## src/hdl/ple_pkg.sv

```systemverilog
// Shared types and constants for the positional list engine.
package ple_pkg;

	// Number of list cells, the widths that follow from it and the port widths
	localparam int DEPTH = 64;
	localparam int CNT_W = $clog2(DEPTH + 1);
	localparam int IDX_W = $clog2(DEPTH);
	localparam int POS_W = 7;
	localparam int CMP_W = (CNT_W > POS_W) ? CNT_W : POS_W;
	localparam int VAL_W = 32;
	localparam int OUT_CNT_W = 7;

	typedef enum logic [2:0] {
		OP_INS_FRONT = 3'd0,
		OP_INS_END   = 3'd1,
		OP_INS_POS   = 3'd2,
		OP_DEL_FIRST = 3'd3,
		OP_DEL_LAST  = 3'd4,
		OP_DEL_POS   = 3'd5,
		OP_WRITE     = 3'd6,
		OP_READ      = 3'd7
	} op_t;

	typedef enum logic [1:0] {
		ST_OK     = 2'd0,
		ST_BADPOS = 2'd1,
		ST_FULL   = 2'd2,
		ST_EMPTY  = 2'd3
	} status_t;

	// What every cell does in one cycle
	typedef enum logic [1:0] {
		CK_NOP = 2'd0,
		CK_INS = 2'd1,
		CK_DEL = 2'd2,
		CK_WR  = 2'd3
	} cell_kind_t;

	typedef struct packed {
		cell_kind_t         kind;
		logic               load;   // request accepted: capture read tap
		logic               rd_en;  // read request passed its checks
		logic [IDX_W-1:0]   idx;    // target cell
		logic [VAL_W-1:0]   value;
	} cell_cmd_t;

	typedef struct packed {
		logic [CNT_W-1:0] count;
		status_t          status;
	} ctrl_res_t;

endpackage

```

## src/hdl/ple_cell.sv

```systemverilog
// One list cell: holds an entry, shifts with its neighbors, taps it for reads.
module ple_cell import ple_pkg::*; (
	input  logic             clk,
	input  logic [IDX_W-1:0] idx,
	input  cell_cmd_t        cmd,
	input  logic [VAL_W-1:0] left_d,
	input  logic [VAL_W-1:0] right_d,
	output logic [VAL_W-1:0] d,
	output logic [VAL_W-1:0] rd
);

	logic [VAL_W-1:0] d_q;
	logic [VAL_W-1:0] rd_q;

	// Entry update: insert shifts toward the back, delete toward the front
	always_ff @(posedge clk) begin
		unique case (cmd.kind)
			CK_INS: begin
				if (idx > cmd.idx) begin
					d_q <= left_d;
				end else if (idx == cmd.idx) begin
					d_q <= cmd.value;
				end
			end
			CK_DEL: begin
				if (idx >= cmd.idx) begin
					d_q <= right_d;
				end
			end
			CK_WR: begin
				if (idx == cmd.idx) begin
					d_q <= cmd.value;
				end
			end
			CK_NOP: begin
			end
		endcase
	end

	// Read tap: only the addressed cell passes its entry, others give zero
	always_ff @(posedge clk) begin
		if (cmd.load) begin
			rd_q <= (cmd.rd_en && (idx == cmd.idx)) ? d_q : '0;
		end
	end

	assign d  = d_q;
	assign rd = rd_q;

endmodule

```

## config.mk

```make
export PLATFORM = sky130hd
export DESIGN_NAME = ple_cell
export DESIGN_NICKNAME = d
export VERILOG_FILES = /design/src/hdl/ple_pkg.sv /design/src/hdl/ple_cell.sv
export SDC_FILE = /design/constraint.sdc
export NUM_CORES = 1
export LEC_CHECK = 0
export BUFFER_PORTS_ARGS = -buffer_cell sky130_fd_sc_hd__buf_2
export CORE_ASPECT_RATIO = 0.7
export CORE_UTILIZATION = 49
export DETAILED_ROUTE_END_ITERATION = 6
export HOLD_SLACK_MARGIN = 0.05
export PLACE_DENSITY = 0.93
export SYNTH_ARGS = -nofsm -noshare
export SYNTH_HDL_FRONTEND = slang
export SYNTH_SLANG_ARGS = --single-unit
```

## constraint.sdc

```tcl
create_clock -name clk -period 7.4 [get_ports clk]
set_input_delay 1.48 -clock clk [delete_from_list [all_inputs] [get_ports clk]]
set_output_delay 1.48 -clock clk [all_outputs]
set_load 0.01 [all_outputs]
```

# Word-level counts from Yosys, hierarchy flattened
# Index checks and enable logic that the tools add are counted.
# op_classes
n_mux	4
eq_ne	5
n_reduce_logical	3
magnitude_cmp	2
# op_table
operator	n
$mux 32	3
$pmux 32 s3	1
$eq 6x6->1	1
$ge 6x6->1	1
$gt 6x6->1	1
$eq 2x2->1 const B	2
$reduce_bool 3->1	1
$eq 2x1->1 const B	1
$ne 2x2->1 const B	1
$reduce_and 2->1	1
$logic_and 1x1->1	1
# word_totals
register_bits	64
output_inout_bits	64
inputBits	113
word_cells	16

# Longest topological paths before layout
# Gate-level depths: netlist of run 1.
# depth
depth_word	4
ltp_mapped	8
depth_no_buf	7

# Worst setup path before layout of run 1
# OpenSTA, ideal clock, no wires.
# synth_timing
path_kind	input to register
startpoint	input cmd[37] (netlist name)
endpoint	register d_q[0], in the netlist d[0], enable pin
setup_ps	394
t_arrival_ps	3126
required_ps	7006
cell_stages	7
path_slack_ps	3880
n_path_buf	1
path_cell_list	inv_1 > ha_1 > nand4_1 > nor2_2 > buf_4 > o21ai_0 > nand2b_1
# synth_between
elab_chain_cells	3
# synth_lines
element	line	rtl
from (decl)	ple_cell.sv:5	input cell_cmd_t cmd,
$ge 6x6->1	ple_cell.sv:26	if (idx >= cmd.idx) begin
$ne 2x2->1 (no line)	--	
$reduce_and 2->1 (no line)	--	
to (signal assigned)	ple_cell.sv:22	d_q <= cmd.value;
to (signal assigned)	ple_cell.sv:27	d_q <= right_d;
to (signal assigned)	ple_cell.sv:32	d_q <= cmd.value;
to (decl)	ple_cell.sv:12	logic [VAL_W-1:0] d_q;
# No other way between the ends.
# A chain may end at the register's enable or synchronous reset.

# Worst setup path after layout of run 1
# layout_timing
startpoint	input cmd[37] (netlist name)
endpoint	register d_q[22], in the netlist d[22], data pin
# layout_between
elab_chain_cells	4
word_cells_on_any_way	5
classes_between	order compare (1); eq/ne (1); mux (3)
# layout_lines
element	line	rtl
parallel branches: the longest is 3 deep, another holds $gt 6x6->1	--	
$pmux 32 s3 *	ple_cell.sv:17	unique case (cmd.kind)
to (signal assigned)	ple_cell.sv:20	d_q <= left_d;
to (signal assigned)	ple_cell.sv:22	
to (signal assigned)	ple_cell.sv:27	
# Every way passes the cells marked *.

==> impl_metrics.py, run 1 <==
metrics = {
    "timing": {
        "relSlewSlack": 0.3162,
        "max_freq_ghz": 0.2590,
        "rsz0062_at_grt": "no",
        "setup_viol": 0,
        "finalCritPeriodShare": 0.5217,
        "fin_tns_setup_ns": 0,
        "finClkSkew_ns": 0.004793,
        "hold_viol": 0,
        "worst_pin_slew_ns": 1.026,
        "slew_viol_final": 0,
        "min_period_ns": 3.861,
    },
    "cts": {
        "hold_buffers": 0,
        "clk_pin_slew_ns": 0.07,
        "cts_tree": "built",
        "cts.repair.resized": 0,
        "cts.root.buffer_cell": "clkbuf_8",
        "cts_setup_buffers": 0,
        "clock_latency_ns": 0.33,
        "cts.sinks": 64,
        "cts.path.max_buffers": 2,
        "cts_max_level": 3,
        "numCtsBuffers": 9,
    },
    "logic_synthesis": {
        "synth_area_per_cell_um2": 12.76,
        "synth_top_family_by_area": "compound AO/OA/AOI/OAI gates",
        "synth-seq-cells": 64,
        "yosysUniqueCellTypes": 20,
        "synth_area_mm2": 0.003458,
        "yosys.area_share.adder": 0.02171,
        "synth_top_cell_by_area": "edfxtp_1",
        "netlist_top_cells_area": "edfxtp_1 (56%), o221ai_2 (13%), mux2i_1 (9.3%)",
        "yosysSeqAreaShare": 0.5557,
        "synth-compound-area-share": 0.1483,
        "synthCells": 271,
        "yosysWarnings": 0,
        "muxShareOfSynthArea": 0.09262,
        "yosys.area_share.simple": 0.1042,
        "yosysTopAreaCellShare": 0.5557,
        "synth.net_count": 390,
        "synth_xor_area_frac": 0,
    },
    "global_route": {
        "grt_pass1_wl_um": 12890,
        "grt_antenna_before_repair": 0,
        "grt_pass1_vias": 2658,
        "grtUsageTotal": 0.2364,
        "global_route.overflow_total": 0,
        "grt_max_degree": 40,
    },
    "critical_path": {
        "end_kind": "flip-flop",
        "crit_required_ns": 7.42,
        "cp.arrival_ns": 3.88,
        "max_stage_delay_ns": 0.76,
        "slowest_stage": "nand2_2",
        "path_max_fanout": 32,
        "crit_path_start_kind": "primary input",
        "worstPathCellList": "buf_2, inv_1, ha_1, nand4_1, nor2_4, nor2_1, nand2_2, o221ai_1",
        "critical_path_class": "in2reg",
    },
    "floorplan": {
        "dieWidth_um": 102.4,
        "ioPinCount": 177,
        "row_count": 25,
        "initial_utilization": 0.5095,
        "die_h_um": 72.29,
        "dieArea_mm2": 0.007403,
        "core_area_mm2": 0.006788,
    },
    "route": {
        "vias_per_cell": 5.165,
        "routed_wirelength_um": 8422,
        "num_vias": 2784,
        "drt-wirelength-per-cell_um": 15.63,
        "drc": 0,
        "antenna_left": 0,
        "firstDrtPassIters": 4,
        "drt_iter0_markers": 133,
    },
    "pwr": {
        "share_seq_of_total_power": 0.510,
        "ir_worst_vdd_mv": 0.1233,
        "p_total_mw": 0.9195,
        "swShare": 0.2910,
        "p_leak_nw": 2.110,
        "p_comb_frac": 0.208,
        "clockPowerShare": 0.282,
        "power.density_mw_per_mm2": 202.7,
        "netSwitchingPower_mw": 0.2676,
        "p_int_mw": 0.6519,
    },
    "cells_and_area": {
        "final_nets": 559,
        "fin_util": 0.6682,
        "diodes": 0,
        "fin_area_mm2": 0.004536,
        "drive_above_1_share": 0.5169,
        "area_delta_synth_final_pct": 31.15,
        "fill_cells": 550,
    },
    "placement": {
        "io_buffers": 176,
        "gp_congestion": 0.7719,
        "placed_cell_area_mm2": 0.004363,
        "dpl.hpwl_um": 6053,
    },
    "worst_hold_path": {
        "hold_path.class": "reg2reg",
    },
    "job": {
        "cap_violations": 0,
    },
    "status": {
        "status": "finished, final reports clean",
    },
}
[area by class of cell]
cell class,instances,area [µm²],share of cell area
clock inverter,7,48.80,0.01076
inverter,39,146.4,0.03228
multi-input combinational,148,1281,0.2825
clock buffer,9,123.9,0.02731
timing repair buffer,178,895.9,0.1975
tap,94,117.6,0.02593
sequential,64,1922,0.4237
[metrics by stage]
step	std cells	setup WS (ns)	hold WS, ns
after floorplan	271	3.880	0.6432
after global placement	523	3.310	0.5758
after detailed placement	523	3.167	0.5900
after CTS	539	3.523	0.6092
after global routing	539	3.360	0.6416
final	539	3.539	0.6083
[worst paths after layout]
path	to	start	slack, ns	cells after the start
max	d[22]	cmd[37]	3.54	8
min	rd[12]	d[12]	0.61	1
max reg2reg	d[28]	d[28]	6.30	2
min reg2reg	rd[12]	d[12]	0.61	1
[cells in the mapped netlist, drive strengths merged]
cell,instances
edfxtp,64
a21oi,3
nand4,1
buf,10
ha,6
o221ai,33
o22a,1
inv,39
nand2,35
nor2,2
o21ai,1
nand2b,1
and3,32
clkbuf,10
nor2b,1
mux2i,32
[cell families after synthesis]
group	after synthesis
adder cells (fa/ha/maj)	6
AO/OA/AOI/OAI	38
buffers and inverters	59
multiplexers	32
flip-flops	64
AND/OR/NAND/NOR	72
[registers in the layout, summed over array words and instances (netlist names)]
signal and cells:
d 32, rd 32
[critical path, delay by kind of cell]
kind / cells / cell delay (ns)
and+or+nand+nor: 4 / 1.77
adders and majority gates: 1 / 0.31
buffers and inverters: 2 / 0.10
AOI/OAI and AO/OA: 1 / 0.21
[layer usage]
layer  wire length (µm)  part of all wire  vias up  track usage
li1                   -                 -     1354            -
met1               3486              0.41     1297       0.2962
met2               4183              0.50      129       0.3945
met3                713             0.085        4      0.07611
met4                 38            0.0045        0      0.06825
met5                  0                 0        -            0
[power by group through the flow]
stage | logic (mW) | clock network [mW] | registers, mW
after detailed placement | 0.193 | 0 | 0.477
after floorplan | 0.0939 | 0 | 0.488
after global placement | 0.186 | 0 | 0.475
after CTS | 0.194 | 0.269 | 0.469
final | 0.192 | 0.259 | 0.469
after global routing | 0.209 | 0.287 | 0.473
[layout by cell type (no fill, tap or decap), drive strengths merged]
cell type	count
nor2b	1
ha	6
o21ai	1
nor2	2
a21oi	3
and3	32
mux2i	32
buf	178
inv	39
o22a	1
o221ai	33
clkinv	6
clkinvlp	1
clkbuf	9
nand4	1
nand2b	1
nand2	35
edfxtp	64
Power figures use the tool's default switching activity.
==> run 2: changes to the inputs <==
Settings changed: ABC_AREA set to 1, CORE_UTILIZATION 49 to 47, PLACE_DENSITY 0.93 to 0.89.
Clock period 7.4 ns to 3.8 ns, I/O delays scaled along.
==> impl_metrics.py, run 2 <==
metrics = {
    "logic_synthesis": {
        "muxShareOfSynthArea": 0,
        "synth_area_per_cell_um2": 7.821,
        "netlist_top_cells_area": "edfxtp_1 (51%), nand2_1 (20%), nand3_1 (8.6%)",
        "synth-seq-cells": 64,
        "yosysWarnings": 0,
        "yosysUniqueCellTypes": 19,
        "synth_edf_count": 64,
        "yosysSeqAreaShare": 0.5130,
        "synth_top_cell_by_area": "edfxtp_1",
        "yosysTopAreaCellShare": 0.5130,
        "synthArstFlopShare": 0,
        "yosys.area_share.adder": 0.02004,
        "synthCells": 479,
        "yosys_most_used_dff": "edfxtp_1",
        "yosysMostFrequentCell": "nand2_1",
        "synth_xor_area_frac": 0,
        "synth-compound-area-share": 0.007682,
        "synth_top_family_by_area": "simple AND/OR/NAND/NOR gates",
        "synth_area_mm2": 0.003746,
        "synth_commonest_cells": "nand2_1 (201), inv_1 (77), edfxtp_1 (64), nand3_1 (64), nor2_1 (33)",
        "yosys.area_share.simple": 0.3357,
        "synth.net_count": 598,
    },
    "pwr": {
        "ir_worst_vdd_mv": 0.2715,
        "share_seq_of_total_power": 0.432,
        "clockPowerShare": 0.372,
        "power.density_mw_per_mm2": 441.6,
        "swShare": 0.2862,
        "netSwitchingPower_mw": 0.6207,
        "p_int_mw": 1.548,
        "p_comb_frac": 0.196,
        "p_leak_nw": 2.739,
    },
    "timing": {
        "max_freq_ghz": 0.3272,
        "worst_pin_slew_ns": 1.246,
        "finClkSkew_ns": 0.009891,
        "min_period_ns": 3.056,
        "rsz0062_at_grt": "no",
        "finalCritPeriodShare": 0.8043,
        "relSlewSlack": 0.1681,
        "setup_viol": 0,
        "fin_tns_setup_ns": 0,
        "slew_viol_final": 0,
        "hold_viol": 0,
    },
    "critical_path": {
        "cp_num_cells": 6,
        "reg2regPathDepth": 4,
        "end_kind": "flip-flop",
        "crit_path_start_kind": "primary input",
        "rrSetupSlack_ns": 2.76,
        "cp.arrival_ns": 3.12,
        "crit_family": "simple AND/OR/NAND/NOR gates",
        "path_max_fanout": 33,
        "worstPathCellList": "buf_2, inv_1, nor2_2, inv_1, nand3_1, nand2_1",
        "crit_required_ns": 3.87,
        "critPathBufInv": 3,
        "max_stage_delay_ns": 0.93,
        "cp_common_cell": "inv_1",
        "critical_path_class": "in2reg",
        "slowest_stage": "nor2_2",
    },
    "route": {
        "drc": 0,
        "vias_per_cell": 4.971,
        "antenna_left": 0,
        "drt_iter0_markers": 309,
        "num_vias": 3723,
        "drt-wirelength-per-cell_um": 14.02,
        "routed_wirelength_um": 10500,
        "firstDrtPassIters": 5,
    },
    "cts": {
        "clk_pin_slew_ns": 0.06,
        "cts.root.buffer_cell": "clkbuf_16",
        "numCtsBuffers": 9,
        "cts_setup_buffers": 0,
        "cts_tree": "built",
        "cts.path.max_buffers": 2,
        "clock_latency_ns": 0.32,
        "cts.sinks": 64,
        "cts_max_level": 3,
        "cts.repair.resized": 0,
        "hold_buffers": 0,
    },
    "global_route": {
        "grt_max_degree": 35,
        "grt_antenna_before_repair": 0,
        "global_route.overflow_total": 0,
        "grtUsageTotal": 0.2620,
        "grt_pass1_vias": 3461,
        "grt_pass1_wl_um": 16720,
    },
    "floorplan": {
        "dieArea_mm2": 0.008337,
        "core_area_mm2": 0.007515,
        "ioPinCount": 177,
        "initial_utilization": 0.4985,
        "row_count": 26,
        "dieWidth_um": 108.7,
        "die_h_um": 76.70,
    },
    "placement": {
        "io_buffers": 176,
        "dpl.hpwl_um": 7756,
        "gp_congestion": 0.9131,
    },
    "cells_and_area": {
        "final_cell_mix": "nand2_1 (201), buf_2 (176), inv_1 (77)",
        "fill_cells": 650,
        "final_nets": 765,
        "fin_util": 0.6535,
        "layout_commonest_cell": "nand2_1",
        "drive_above_1_share": 0.3134,
        "area_delta_synth_final_pct": 31.10,
        "diodes": 0,
    },
    "worst_hold_path": {
        "hold_depth": 2,
        "hold_path.class": "reg2reg",
    },
    "status": {
        "status": "finished, final reports clean",
    },
    "job": {
        "cap_violations": 0,
    },
}
-- run 2: cell types whose count changed in the layout (fill, tap and decap cells not counted), moves of 31 or more --
cell	change
and3_1	-32
o221ai_2	-31
nand3_1	+64
mux2i_1	-32
nand2_1	+167
nor2_1	+32
inv_1	+38
-- run 2: worst paths after layout --
path | startpoint | to
worst min register to register | d[28] | rd[28]
worst min-delay path | d[28] | rd[28]
worst max-delay path | cmd[41] | d[28]
worst max register to register | d[13] | d[13]
-- run 2: power groups by stage --
stage               Clock, mW  Sequential [mW]  Combinational (mW)
finish                  0.807            0.936               0.426
global placement            0            0.945               0.406
CTS                     0.818            0.933               0.424
detailed placement          0            0.946               0.421
floorplan                   0            0.958               0.220
global route            0.846            0.944               0.478
-- run 2: routing by layer --
metal,routed length (µm),part of all wire,track usage,vias to the layer above
met5,0,0,0,-
met4,257,0.024,0.1000,0
met3,906,0.086,0.05867,25
met2,4804,0.46,0.3975,219
met1,4534,0.43,0.3647,1664
li1,-,-,-,1815
-- run 2: cell type report --
cell class | count | area (µm²) | share of cell area
clock inverters | 7 | 71.32 | 0.01452
clock buffers | 9 | 225.2 | 0.04586
well taps | 98 | 122.6 | 0.02497
inverters | 78 | 294.0 | 0.05987
repair buffers | 180 | 910.9 | 0.1855
multi-input cells | 313 | 1365 | 0.2780
flip-flops and latches | 64 | 1922 | 0.3913
-- run 2: per-stage QoR --
step | instances | instance area, µm² | worst slack (ns) | hold slack [ns] | total power [mW]
4_1_cts | 749 | 4911 | 0.8275 | 0.6233 | 2.176
6_report | 749 | 4911 | 0.7437 | 0.6183 | 2.168
3_5_place_dp | 733 | 4614 | 0.4889 | 0.6064 | 1.368
2_1_floorplan | 479 | 3746 | 0.1546 | 0.6338 | 1.178
5_1_grt | 749 | 4911 | 0.5408 | 0.6373 | 2.268
3_3_place_gp | 733 | 4614 | 0.6316 | 0.6042 | 1.351
-- run 2: cells by family after synthesis --
family | Yosys count
buffers and inverters | 102
adder cells (fa/ha/maj) | 6
flip-flops | 64
AO/OA/AOI/OAI | 3
AND/OR/NAND/NOR | 304
-- run 2: tightest hold or removal path: stages (launching register included) --
cell and delay, ns:
edfxtp_1 0.37, inv_1 0.05, nor2_1 0.09
