## config.mk

```make
export PLATFORM = sky130hd
export DESIGN_NAME = ple_ctrl
export DESIGN_NICKNAME = d
export VERILOG_FILES = /design/src/hdl/ple_pkg.sv /design/src/hdl/ple_ctrl.sv
export SDC_FILE = /design/constraint.sdc
export NUM_CORES = 1
export LEC_CHECK = 0
export ABC_AREA = 1
export BUFFER_PORTS_ARGS = -buffer_cell sky130_fd_sc_hd__buf_4
export CORE_MARGIN = 4
export CORE_UTILIZATION = 35
export DETAILED_ROUTE_END_ITERATION = 8
export GPL_TIMING_DRIVEN = 0
export PLACE_DENSITY = 0.74
export SYNTH_ARGS = -nofsm -noshare
export SYNTH_HDL_FRONTEND = slang
export SYNTH_SLANG_ARGS = --single-unit
```

## constraint.sdc

```tcl
create_clock -name clk -period 3.3 [get_ports clk]
set_clock_uncertainty 0.15 [all_clocks]
set_input_delay 0.33 -clock clk [delete_from_list [all_inputs] [get_ports clk]]
set_output_delay 0.33 -clock clk [all_outputs]
set_load 0.01 [all_outputs]
```

## src/hdl/ple_pkg.sv

```systemverilog
// Shared types and constants for the positional list engine.
package ple_pkg;

	// Number of list cells, the widths that follow from it and the port widths
	localparam int DEPTH = 64;
	localparam int CNT_W = $clog2(DEPTH + 1);
	localparam int IDX_W = $clog2(DEPTH);
	localparam int POS_W = 7;
	localparam int CMP_W = (CNT_W > POS_W) ? CNT_W : POS_W;
	localparam int VAL_W = 32;
	localparam int OUT_CNT_W = 7;

	typedef enum logic [2:0] {
		OP_INS_FRONT = 3'd0,
		OP_INS_END   = 3'd1,
		OP_INS_POS   = 3'd2,
		OP_DEL_FIRST = 3'd3,
		OP_DEL_LAST  = 3'd4,
		OP_DEL_POS   = 3'd5,
		OP_WRITE     = 3'd6,
		OP_READ      = 3'd7
	} op_t;

	typedef enum logic [1:0] {
		ST_OK     = 2'd0,
		ST_BADPOS = 2'd1,
		ST_FULL   = 2'd2,
		ST_EMPTY  = 2'd3
	} status_t;

	// What every cell does in one cycle
	typedef enum logic [1:0] {
		CK_NOP = 2'd0,
		CK_INS = 2'd1,
		CK_DEL = 2'd2,
		CK_WR  = 2'd3
	} cell_kind_t;

	typedef struct packed {
		cell_kind_t         kind;
		logic               load;   // request accepted: capture read tap
		logic               rd_en;  // read request passed its checks
		logic [IDX_W-1:0]   idx;    // target cell
		logic [VAL_W-1:0]   value;
	} cell_cmd_t;

	typedef struct packed {
		logic [CNT_W-1:0] count;
		status_t          status;
	} ctrl_res_t;

endpackage

```

## src/hdl/ple_ctrl.sv

```systemverilog
// Entry count, request checks and the command broadcast to the cells.
module ple_ctrl import ple_pkg::*; (
	input  logic             clk,
	input  logic             arst_n,
	input  logic             accept,
	input  logic [2:0]       op,
	input  logic [POS_W-1:0] pos,
	input  logic [VAL_W-1:0] value,
	output cell_cmd_t        cmd,
	output ctrl_res_t        res
);

	logic [CNT_W-1:0] cnt_q;
	logic [CNT_W-1:0] cnt_d;
	logic [CMP_W-1:0] cnt_x;
	logic [CMP_W-1:0] pos_x;
	logic [CMP_W-1:0] at;
	logic             full;
	logic             empty;
	cell_kind_t       kind;
	logic             rd_ok;
	status_t          st;

	assign cnt_x = CMP_W'(cnt_q);
	assign pos_x = CMP_W'(pos);
	assign full  = (cnt_q == CNT_W'(DEPTH));
	assign empty = (cnt_q == '0);

	// Decode and check the request against the current count
	always_comb begin
		kind  = CK_NOP;
		rd_ok = 1'b0;
		st    = ST_OK;
		at    = pos_x;
		cnt_d = cnt_q;
		unique case (op_t'(op))
			OP_INS_FRONT, OP_INS_END, OP_INS_POS: begin
				if (op_t'(op) == OP_INS_FRONT) begin
					at = '0;
				end else if (op_t'(op) == OP_INS_END) begin
					at = cnt_x;
				end
				if (full) begin
					st = ST_FULL;
				end else if (at > cnt_x) begin
					st = ST_BADPOS;
				end else begin
					kind  = CK_INS;
					cnt_d = cnt_q + CNT_W'(1);
				end
			end
			OP_DEL_FIRST, OP_DEL_LAST, OP_DEL_POS: begin
				if (op_t'(op) == OP_DEL_FIRST) begin
					at = '0;
				end else if (op_t'(op) == OP_DEL_LAST) begin
					at = cnt_x - CMP_W'(1);
				end
				if (empty) begin
					st = ST_EMPTY;
				end else if (at >= cnt_x) begin
					st = ST_BADPOS;
				end else begin
					kind  = CK_DEL;
					cnt_d = cnt_q - CNT_W'(1);
				end
			end
			OP_WRITE, OP_READ: begin
				if (empty) begin
					st = ST_EMPTY;
				end else if (at >= cnt_x) begin
					st = ST_BADPOS;
				end else if (op_t'(op) == OP_WRITE) begin
					kind = CK_WR;
				end else begin
					rd_ok = 1'b1;
				end
			end
		endcase
	end

	// Broadcast only when the request is taken
	always_comb begin
		cmd.kind  = accept ? kind : CK_NOP;
		cmd.load  = accept;
		cmd.rd_en = rd_ok;
		cmd.idx   = at[IDX_W-1:0];
		cmd.value = value;
	end

	assign res.count  = cnt_d;
	assign res.status = st;

	always_ff @(posedge clk or negedge arst_n) begin
		if (!arst_n) begin
			cnt_q <= '0;
		end else if (accept) begin
			cnt_q <= cnt_d;
		end
	end

endmodule

```

After elaboration in Yosys (flattened, before gate mapping)
Index checks and enable logic that the tools add are counted.
{"block": "totals", "ff_bits": 7, "latch_bits": 0, "ram_bits": 0, "mem_bits_ro": 0, "in_bits": 45, "output_inout_bits": 51, "word_cells": 51, "n_memories": 0}
{"block": "classes", "add_sub_neg": 2, "mul": 0, "div_mod_pow": 0, "order_cmp": 3, "n_eq_ne": 8, "shift": 0, "muxes": 32, "bitwise": 0, "reduce_logical": 5}
{"operator": "2-to-1 mux 7 bit", "n": 10}
{"operator": "2-to-1 mux 2 bit", "n": 9}
{"operator": "greater-or-equal comparator 7 bit", "n": 2}
{"operator": "one-hot mux 7 bit (2 select lines)", "n": 1}
{"operator": "equality test 3 bit (second input constant)", "n": 4}
{"operator": "one-hot mux 2 bit (3 select lines)", "n": 2}
{"operator": "one-hot mux 6 bit (2 select lines)", "n": 1}
{"operator": "2-to-1 mux 1 bit", "n": 9}
{"operator": "adder 7 x 1 -> 7 bit (second input constant)", "n": 1}
{"operator": "equality test 7 bit (second input constant)", "n": 1}
{"operator": "greater-than comparator 7 bit", "n": 1}
{"operator": "logical NOT 7 bit", "n": 1}
{"operator": "subtractor 7 x 1 -> 7 bit (second input constant)", "n": 1}
{"operator": "equality test 3 x 2 -> 1 bit (second input constant)", "n": 2}
{"operator": "OR reduction 3 bit", "n": 2}
{"operator": "equality test 3 x 1 -> 1 bit (second input constant)", "n": 1}
{"operator": "logical NOT 3 bit", "n": 1}
{"operator": "OR reduction 2 bit", "n": 1}

Logic depth before layout (Yosys ltp)
Gate-level depths: netlist (run 1).
{"block": "depth", "ltp_word": 9, "depth_mapped": 20, "depth_no_buf": 19}

Worst setup path before layout (run 1)
Ideal clock, no wire load.
{"block": "synth_timing", "path_kind": "flip-flop to output port", "startpoint": "register cnt_q[0]", "endpoint": "output res[4] in the netlist's numbering", "arrival_ns": 2.414, "required_ns": 2.820, "slack_ns": 0.406, "path_stages_with_launch": 17, "path_buffers": 1, "path_cell_list": "dfrtp_1 -> inv_1 -> ha_1 -> nand2_1 -> nor2_1 -> xor2_1 -> o21ai_0 -> ha_1 -> nand2_1 -> inv_1 -> a21oi_1 -> and2_1 -> buf_4 -> nand2_2 -> nand2_1 -> nand3_1 -> nand3_1"}
{"item": "from (decl)", "line_no": "ple_ctrl.sv:13", "source": "logic [CNT_W-1:0] cnt_q;"}
{"item": "from (signal assigned)", "line_no": "ple_ctrl.sv:97", "source": "cnt_q <= cnt_d;"}
{"item": "to (decl)", "line_no": "ple_ctrl.sv:10", "source": "output ctrl_res_t res"}

==> qor.tcl, run 1 <==
set qor(yosysTopAreaCellShare) 0.1814
set qor(clock_tree.htree_level_count) 1
set qor(cts_tree) {yes}
set qor(grt_antenna_before_repair) 0
set qor(floorplan.rows) 27
set qor(global_route.usage.met3) 0.03770
set qor(synth-seq-area-share) 0.08816
set qor(reg_top3) {cnt_q x7}
set qor(cellPowerDensity_mw_per_mm2) 742.6
set qor(ir_drop_mv) 0.3746
set qor(regMostFlops) {cnt_q}
set qor(post_detailed_placement_half_perimeter_wirelength_um) 4718
set qor(initialDrtViolationCount) 146
set qor(post_drt_via_cell_ratio) 5.008
set qor(ctsLongestPathBuffers) 2
set qor(initial_utilization) 0.3608
set qor(p_leak_nw) 1.583
set qor(synth_flop_cell) {dfrtp_1}
set qor(setup_violations) 0
set qor(portBuffers) 62
set qor(syn-mean-instance-area_um2) 6.076
set qor(global_route.overflow_total) 0
set qor(detail-route-antenna-nets) 0
set qor(drt_pass1_iterations) 7
set qor(number_of_flip_flops_under_the_largest_register_name) 7
set qor(yosys_warnings) 0
set qor(io_pins) 96
set qor(ys_seq_elements) 7
set qor(grt_use_met1) 0.2094
set qor(postLayoutCoreUtil) 0.5244
set qor(synthTopCellsByCount) {nand2_1, buf_4, nand3_1}
set qor(synth_most_common_cell) {nand2_1}
set qor(grt_pass1_wl_um) 9984
set qor(dieHeight_um) 83.35
set qor(crit_end_category) {primary output}
set qor(syn-num-nets) 396
set qor(design.final.nets) 484
set qor(synthToLayoutAreaGrowth_pct) 45.34
set qor(grt_usage) 0.1642
set qor(timing.final.crit_share) 0.9623
set qor(clk_latency_ps) 220
set qor(synth.cell_area_mm2) 0.001987
set qor(cts_root_buf) {clkbuf_8}
set qor(timing_worst_setup_path_type) {reg2out}
set qor(postRouteWirelength_um) 6074
set qor(busiest_layer) {met2}
set qor(worst_setup_hold_path_clk_slew_ps) 40
set qor(post_synth_main_area_contributors) {nand2_1, ha_1, buf_4, nand3_1, dfrtp_1}
set qor(min-delay-path-class) {in2reg}
set qor(tritoncts.num_buffers) 3
set qor(synth_largest_area_cell) {nand2_1}
set qor(synthArstFlopShare) 1.000
set qor(wire_per_inst_um) 12.50
set qor(post_detailed_route_drc_marker_count) 0
set qor(rrSetupSlack_ps) 610
set qor(synth_edf_count) 0
set qor(timing_worst_slew_pin_value_ps) 319.5
set qor(floorplan_core_area_mm2) 0.005507
set qor(run_status) {finished clean}
set qor(count_of_antenna_diodes_in_the_layout) 0
set qor(first_global_vias) 2238
set qor(final_max_slew_viol_count) 0
set qor(max_freq_mhz) 314.9
set qor(fin_crit_ps) 3176
set qor(post_synth_inst_count) 327
set qor(post_route_cells_drive_above_1_share) 0.4227
set qor(gp_routability_congestion) 0.8910
set qor(crit_fanout) 9
set qor(required_ps) 2820
set qor(design.die.area_mm2) 0.006946
set qor(die_w_um) 83.35
set qor(detailed_place.area_mm2) 0.002542
set qor(cts.sinks) 7
set qor(report.final.hold_viol_count) 0
set qor(grtUsageMet2) 0.2857
set qor(startpoint_type) {flop}
set qor(maxSlewHeadroom) 0.7857
set qor(timing.critical_path.arrival_ps) 2700
set qor(timing.max_cap.violations) 0
set qor(final_non_filler_cell_area_mm2) 0.002888
set qor(ys_types) 32
set qor(routed-via-count) 2434
set qor(grt_max_degree) 12
## critical path, stage by stage (launching register included)
cell,delay [ps]
dfrtp_2,430
inv_4,100
ha_4,160
nand2_4,60
nor2_2,120
xor2_1,200
o21ai_1,110
ha_1,330
nand2_2,100
inv_2,50
a21oi_2,140
and2_4,230
nand3_1,90
nand3_1,120
nand3_2,90
buf_4,150
## cell usage in the layout (no fill, tap or decap), drive strengths merged, types with 2 or more instances in the layout
cell,count
buf,122
nand2,101
nand3,36
inv,35
ha,24
a21oi,19
o21ai,17
nor2,16
nand4,10
dfrtp,7
a22oi,5
xor2,5
clkbuf,4
nor3,3
and2,2
## metrics by stage
| step | worst slack [ps] | setup TNS, ps | power [mW] | std cells | hold slack (ps) |
|---|---|---|---|---|---|
| CTS | 10.73 | 0 | 1.922 | 474 | 270.7 |
| global route | -7.839 | -22.70 | 2.363 | 486 | 279.0 |
| floorplan | 406.1 | 0 | 1.210 | 327 | -115.6 |
| detailed placement | -130.1 | -766.7 | 1.646 | 461 | -3.810 |
| finish | 124.3 | 0 | 2.144 | 486 | 276.2 |
| global placement | -64.37 | -146.6 | 1.615 | 461 | -4.805 |
## power breakdown
part	internal, mW	leakage (nW)	switching [mW]
logic	0.808	1.48	1.03
clock network	0.0834	0.0228	0.0355
registers	0.129	0.0842	0.0595
total	1.02	1.58	1.12
## area by class of cell
class	instances	area, um^2
Fill cell	528	2619
Tap cell	72	90.09
Sequential cell	7	178.9
Timing Repair Buffer	84	633.1
Buffer	39	295.3
Multi-Input combinational cell	245	1496
Inverter	35	148.9
Clock buffer	4	45.04
## final timing paths
path,from,to,cells past startpoint
max in group asynchronous,arst_n,cnt_q[0],2
worst max-delay path,cnt_q[0],res[4],15
worst max register to register,cnt_q[0],cnt_q[2],16
min in group asynchronous,arst_n,cnt_q[5],2
worst min-delay path,accept,cnt_q[5],3
worst min register to register,cnt_q[6],cnt_q[6],2
## metal layers
metal  vias to the layer above  share of wire
li1                       1226              -
met1                      1077           0.42
met2                       123           0.47
met3                         8          0.092
met4                         0          0.015
met5                         -              0
## timing repair
action	CTS	global route
hold buffers	1	0
hold endpoints to repair	7	0
pin swaps	0	11
endpoints found under the setup margin	9	10
buffers inserted	8	13
gates resized for setup	13	32
## kinds of logic (layout without fill, tap and decap cells)
| logic type | count (synthesis) | count (layout) | synth area share |
|---|---|---|---|
| AO/OA/AOI/OAI | 45 | 45 | 0.1310 |
| XOR/XNOR | 6 | 6 | 0.02645 |
| adder cells (fa/ha/maj) | 24 | 24 | 0.1511 |
| buffers and inverters | 75 | 162 | 0.2147 |
| flip-flops | 7 | 7 | 0.08816 |
| AND/OR/NAND/NOR | 170 | 170 | 0.3885 |
Note: power is estimated with default switching activity, not from simulation.
==> run 2, diff against run 1 <==
==> constraint.sdc (replaced) <==
create_clock -name clk -period 3.7 [get_ports clk]
set_clock_uncertainty 0.15 [all_clocks]
set_input_delay 0.37 -clock clk [delete_from_list [all_inputs] [get_ports clk]]
set_output_delay 0.37 -clock clk [all_outputs]
set_load 0.01 [all_outputs]
==> qor.tcl, run 2 (synthesis gave the netlist of run 1 again) <==
set qor(run_status) {finished clean}
set qor(reg2reg_from) {cnt_q[1]}
set qor(grt_max_degree) 12 ;# unchanged
set qor(crit_path_cell_count) 17 ;# +2
set qor(die_w_um) 83.35 ;# unchanged
set qor(initial_utilization) 0.3608 ;# unchanged
set qor(rrSetupSlack_ps) 810 ;# +200 ps
set qor(synthToLayoutAreaGrowth_pct) 32.81
set qor(grt_pass1_wl_um) 9735 ;# -2.5%
set qor(first_global_vias) 2186 ;# -2.3%
set qor(timing.final.crit_share) 0.9276
set qor(crit_end_category) {primary output}
set qor(initialDrtViolationCount) 138 ;# -5.5%
set qor(number_of_flip_flops_under_the_largest_register_name) 7 ;# unchanged
set qor(min-delay-path-class) {in2reg}
set qor(reg2regPathDepth) 18 ;# +2
set qor(critical_path_destination) {res[4]}
set qor(clock_tree.htree_level_count) 1 ;# unchanged
set qor(tritoncts.num_buffers) 3 ;# unchanged
set qor(maxSlewHeadroom) 0.7845 ;# -0.001169
set qor(routed-via-count) 2287 ;# -6.0%
set qor(reg_top3) {cnt_q x7}
set qor(cts_tree) {yes}
set qor(timing_worst_slew_pin_value_ps) 321.3 ;# +1.744 ps
set qor(cpMaxStageDelayCell) {dfrtp_2}
set qor(floorplan_core_area_mm2) 0.005507 ;# unchanged
set qor(dp_cells) 461 ;# unchanged
set qor(critical_path.most_common_cell) {nand2_1}
set qor(gp_routability_congestion) 0.8910 ;# unchanged
set qor(timing.max_cap.violations) 0 ;# unchanged
set qor(setup_violations) 0 ;# unchanged
set qor(cts_root_buf) {clkbuf_8}
set qor(most_used_cells_in_the_layout_excluding_fill_and_tap_cells) {buf_4, nand2_1, nand3_1, ha_1, inv_1}
set qor(max_freq_mhz) 291.4
set qor(worstReg2RegEnd) {cnt_q[2]}
set qor(regMostFlops) {cnt_q}
set qor(total_area_of_sequential_cells_um2) 177.7 ;# -0.70%
set qor(grt_usage) 0.1595 ;# -0.004722
set qor(floorplan.rows) 27 ;# unchanged
set qor(startpoint_type) {flop}
set qor(wire_per_inst_um) 12.05 ;# -3.6%
set qor(final_max_slew_viol_count) 0 ;# unchanged
set qor(design.final.nets) 467 ;# -3.5%
set qor(report.final.hold_viol_count) 0 ;# unchanged
set qor(post_route_cells_drive_above_1_share) 0.3526 ;# -0.07006
set qor(portBuffers) 62 ;# unchanged
set qor(timing_worst_setup_path_type) {reg2out}
set qor(design.die.area_mm2) 0.006946 ;# unchanged
set qor(worstPathCellList) {inv_4, ha_1, nand2_1, nor2_1, xor2_1, o21ai_0, ha_1, nand2_1, inv_1, a21oi_2, and2_1, buf_4, nand2_2, nand2_1, nand3_1, nand3_1, buf_4}
set qor(timing.critical_path.arrival_ps) 2910 ;# +210 ps
set qor(cp_slowest_stage_delay_ps) 470 ;# +40 ps
set qor(global_route.overflow_total) 0 ;# unchanged
set qor(postRouteWirelength_um) 5653 ;# -6.9%
set qor(cts.sinks) 7 ;# unchanged
set qor(mostFrequentLayoutCell) {buf_4}
set qor(critical_path_origin) {cnt_q[1]}
set qor(layout.cells.non_filler) 469 ;# -3.5%
set qor(clk_latency_ps) 220 ;# about the same
set qor(fillCellCount) 572 ;# +8.3%
set qor(worst_setup_hold_path_clk_slew_ps) 40 ;# about the same
set qor(multi_input_area_mm2) 0.001396 ;# -6.7%
set qor(fin_tns_setup_ps) 0 ;# unchanged
set qor(ctsLongestPathBuffers) 2 ;# unchanged
set qor(rsz0062_at_grt) {no}
set qor(path_buf_inv) 4 ;# +1
set qor(critical-path-top-delay-family) {simple AND/OR/NAND/NOR gates}
set qor(count_of_antenna_diodes_in_the_layout) 0 ;# unchanged
set qor(crit_fanout) 9 ;# unchanged
set qor(dieHeight_um) 83.35 ;# unchanged
set qor(ir_drop_mv) 0.3234 ;# -14%
set qor(drt_pass1_iterations) 4 ;# -3
set qor(post_detailed_route_drc_marker_count) 0 ;# unchanged
set qor(post_drt_via_cell_ratio) 4.876 ;# -2.6%
set qor(post_detailed_placement_half_perimeter_wirelength_um) 4718 ;# unchanged
set qor(whs_ps) 317.1 ;# +40.94 ps
set qor(fin_crit_ps) 3432
set qor(grt_antenna_before_repair) 0 ;# unchanged
set qor(detail-route-antenna-nets) 0 ;# unchanged
set qor(io_pins) 96 ;# unchanged
set qor(required_ps) 3180 ;# +360 ps
set qor(cellPowerDensity_mw_per_mm2) 617.0 ;# -17%
set qor(p_leak_nw) 1.463 ;# -7.5%
[run 2: cell types whose count changed in the layout (fill, tap and decap cells not counted), sizes merged]
cell,delta
buf,-17
[run 2: worst reg2reg max path, delay by kind of cell (launching register included)]
family,cells,cell delay [ps]
AOI/OAI and AO/OA,2,260
xor gates and xnor gates,1,190
adders and majority gates,2,480
buffers and inverters,3,350
DFF,1,470
and+or+nand+nor,10,930
[run 2: final cells by class]
cell class | count | area share
Buffer | 40 | 0.1100
Clock buffer | 4 | 0.01707
Inverter | 35 | 0.05358
Multi-Input combinational cell | 245 | 0.5292
Sequential cell | 7 | 0.06733
Tap cell | 72 | 0.03414
Timing Repair Buffer | 66 | 0.1887
[run 2: worst min path at each step]
stage	start	endpoint	slack, ps	cells past startpoint
4_1_cts	accept	cnt_q[6]	310	3
3_5_place_dp	arst_n	cnt_q[5]	40	1
6_report	accept	cnt_q[5]	320	3
5_1_grt	accept	cnt_q[5]	320	3
3_3_place_gp	arst_n	cnt_q[6]	40	1
2_1_floorplan	arst_n	cnt_q[0]	-80	0
[run 2: repair_timing]
item	4_1_cts	5_1_grt
pin swaps	0	0
gates resized for setup	1	8
buffers inserted	0	3
endpoints found under the setup margin	1	9
hold buffers	1	0
endpoints found under the hold margin	7	0
[run 2: where the power goes]
part	leakage (nW)	switching (mW)	internal [mW]
clock	0.0228	0.0306	0.0743
combinational	1.36	0.798	0.554
sequential	0.0854	0.0579	0.114
[run 2: layer usage]
| layer | GRT usage | routed length [um] |
|---|---|---|
| met1 | 0.2076 | 2483 |
| met2 | 0.2755 | 2707 |
| met3 | 0.03671 | 436 |
| met4 | 0.01783 | 26 |
| met5 | 0 | 0 |
[run 2: per-stage QoR]
step                utilization  setup WS [ps]  total power [mW]  cell area, um^2
global route             0.4792          16.74             1.832             2639
floorplan                     -          766.1             1.079             1987
detailed placement       0.4617          229.9             1.468             2542
CTS                      0.4719          56.18             1.586             2599
global placement         0.4617          295.6             1.441             2542
finish                   0.4792          267.8             1.628             2639
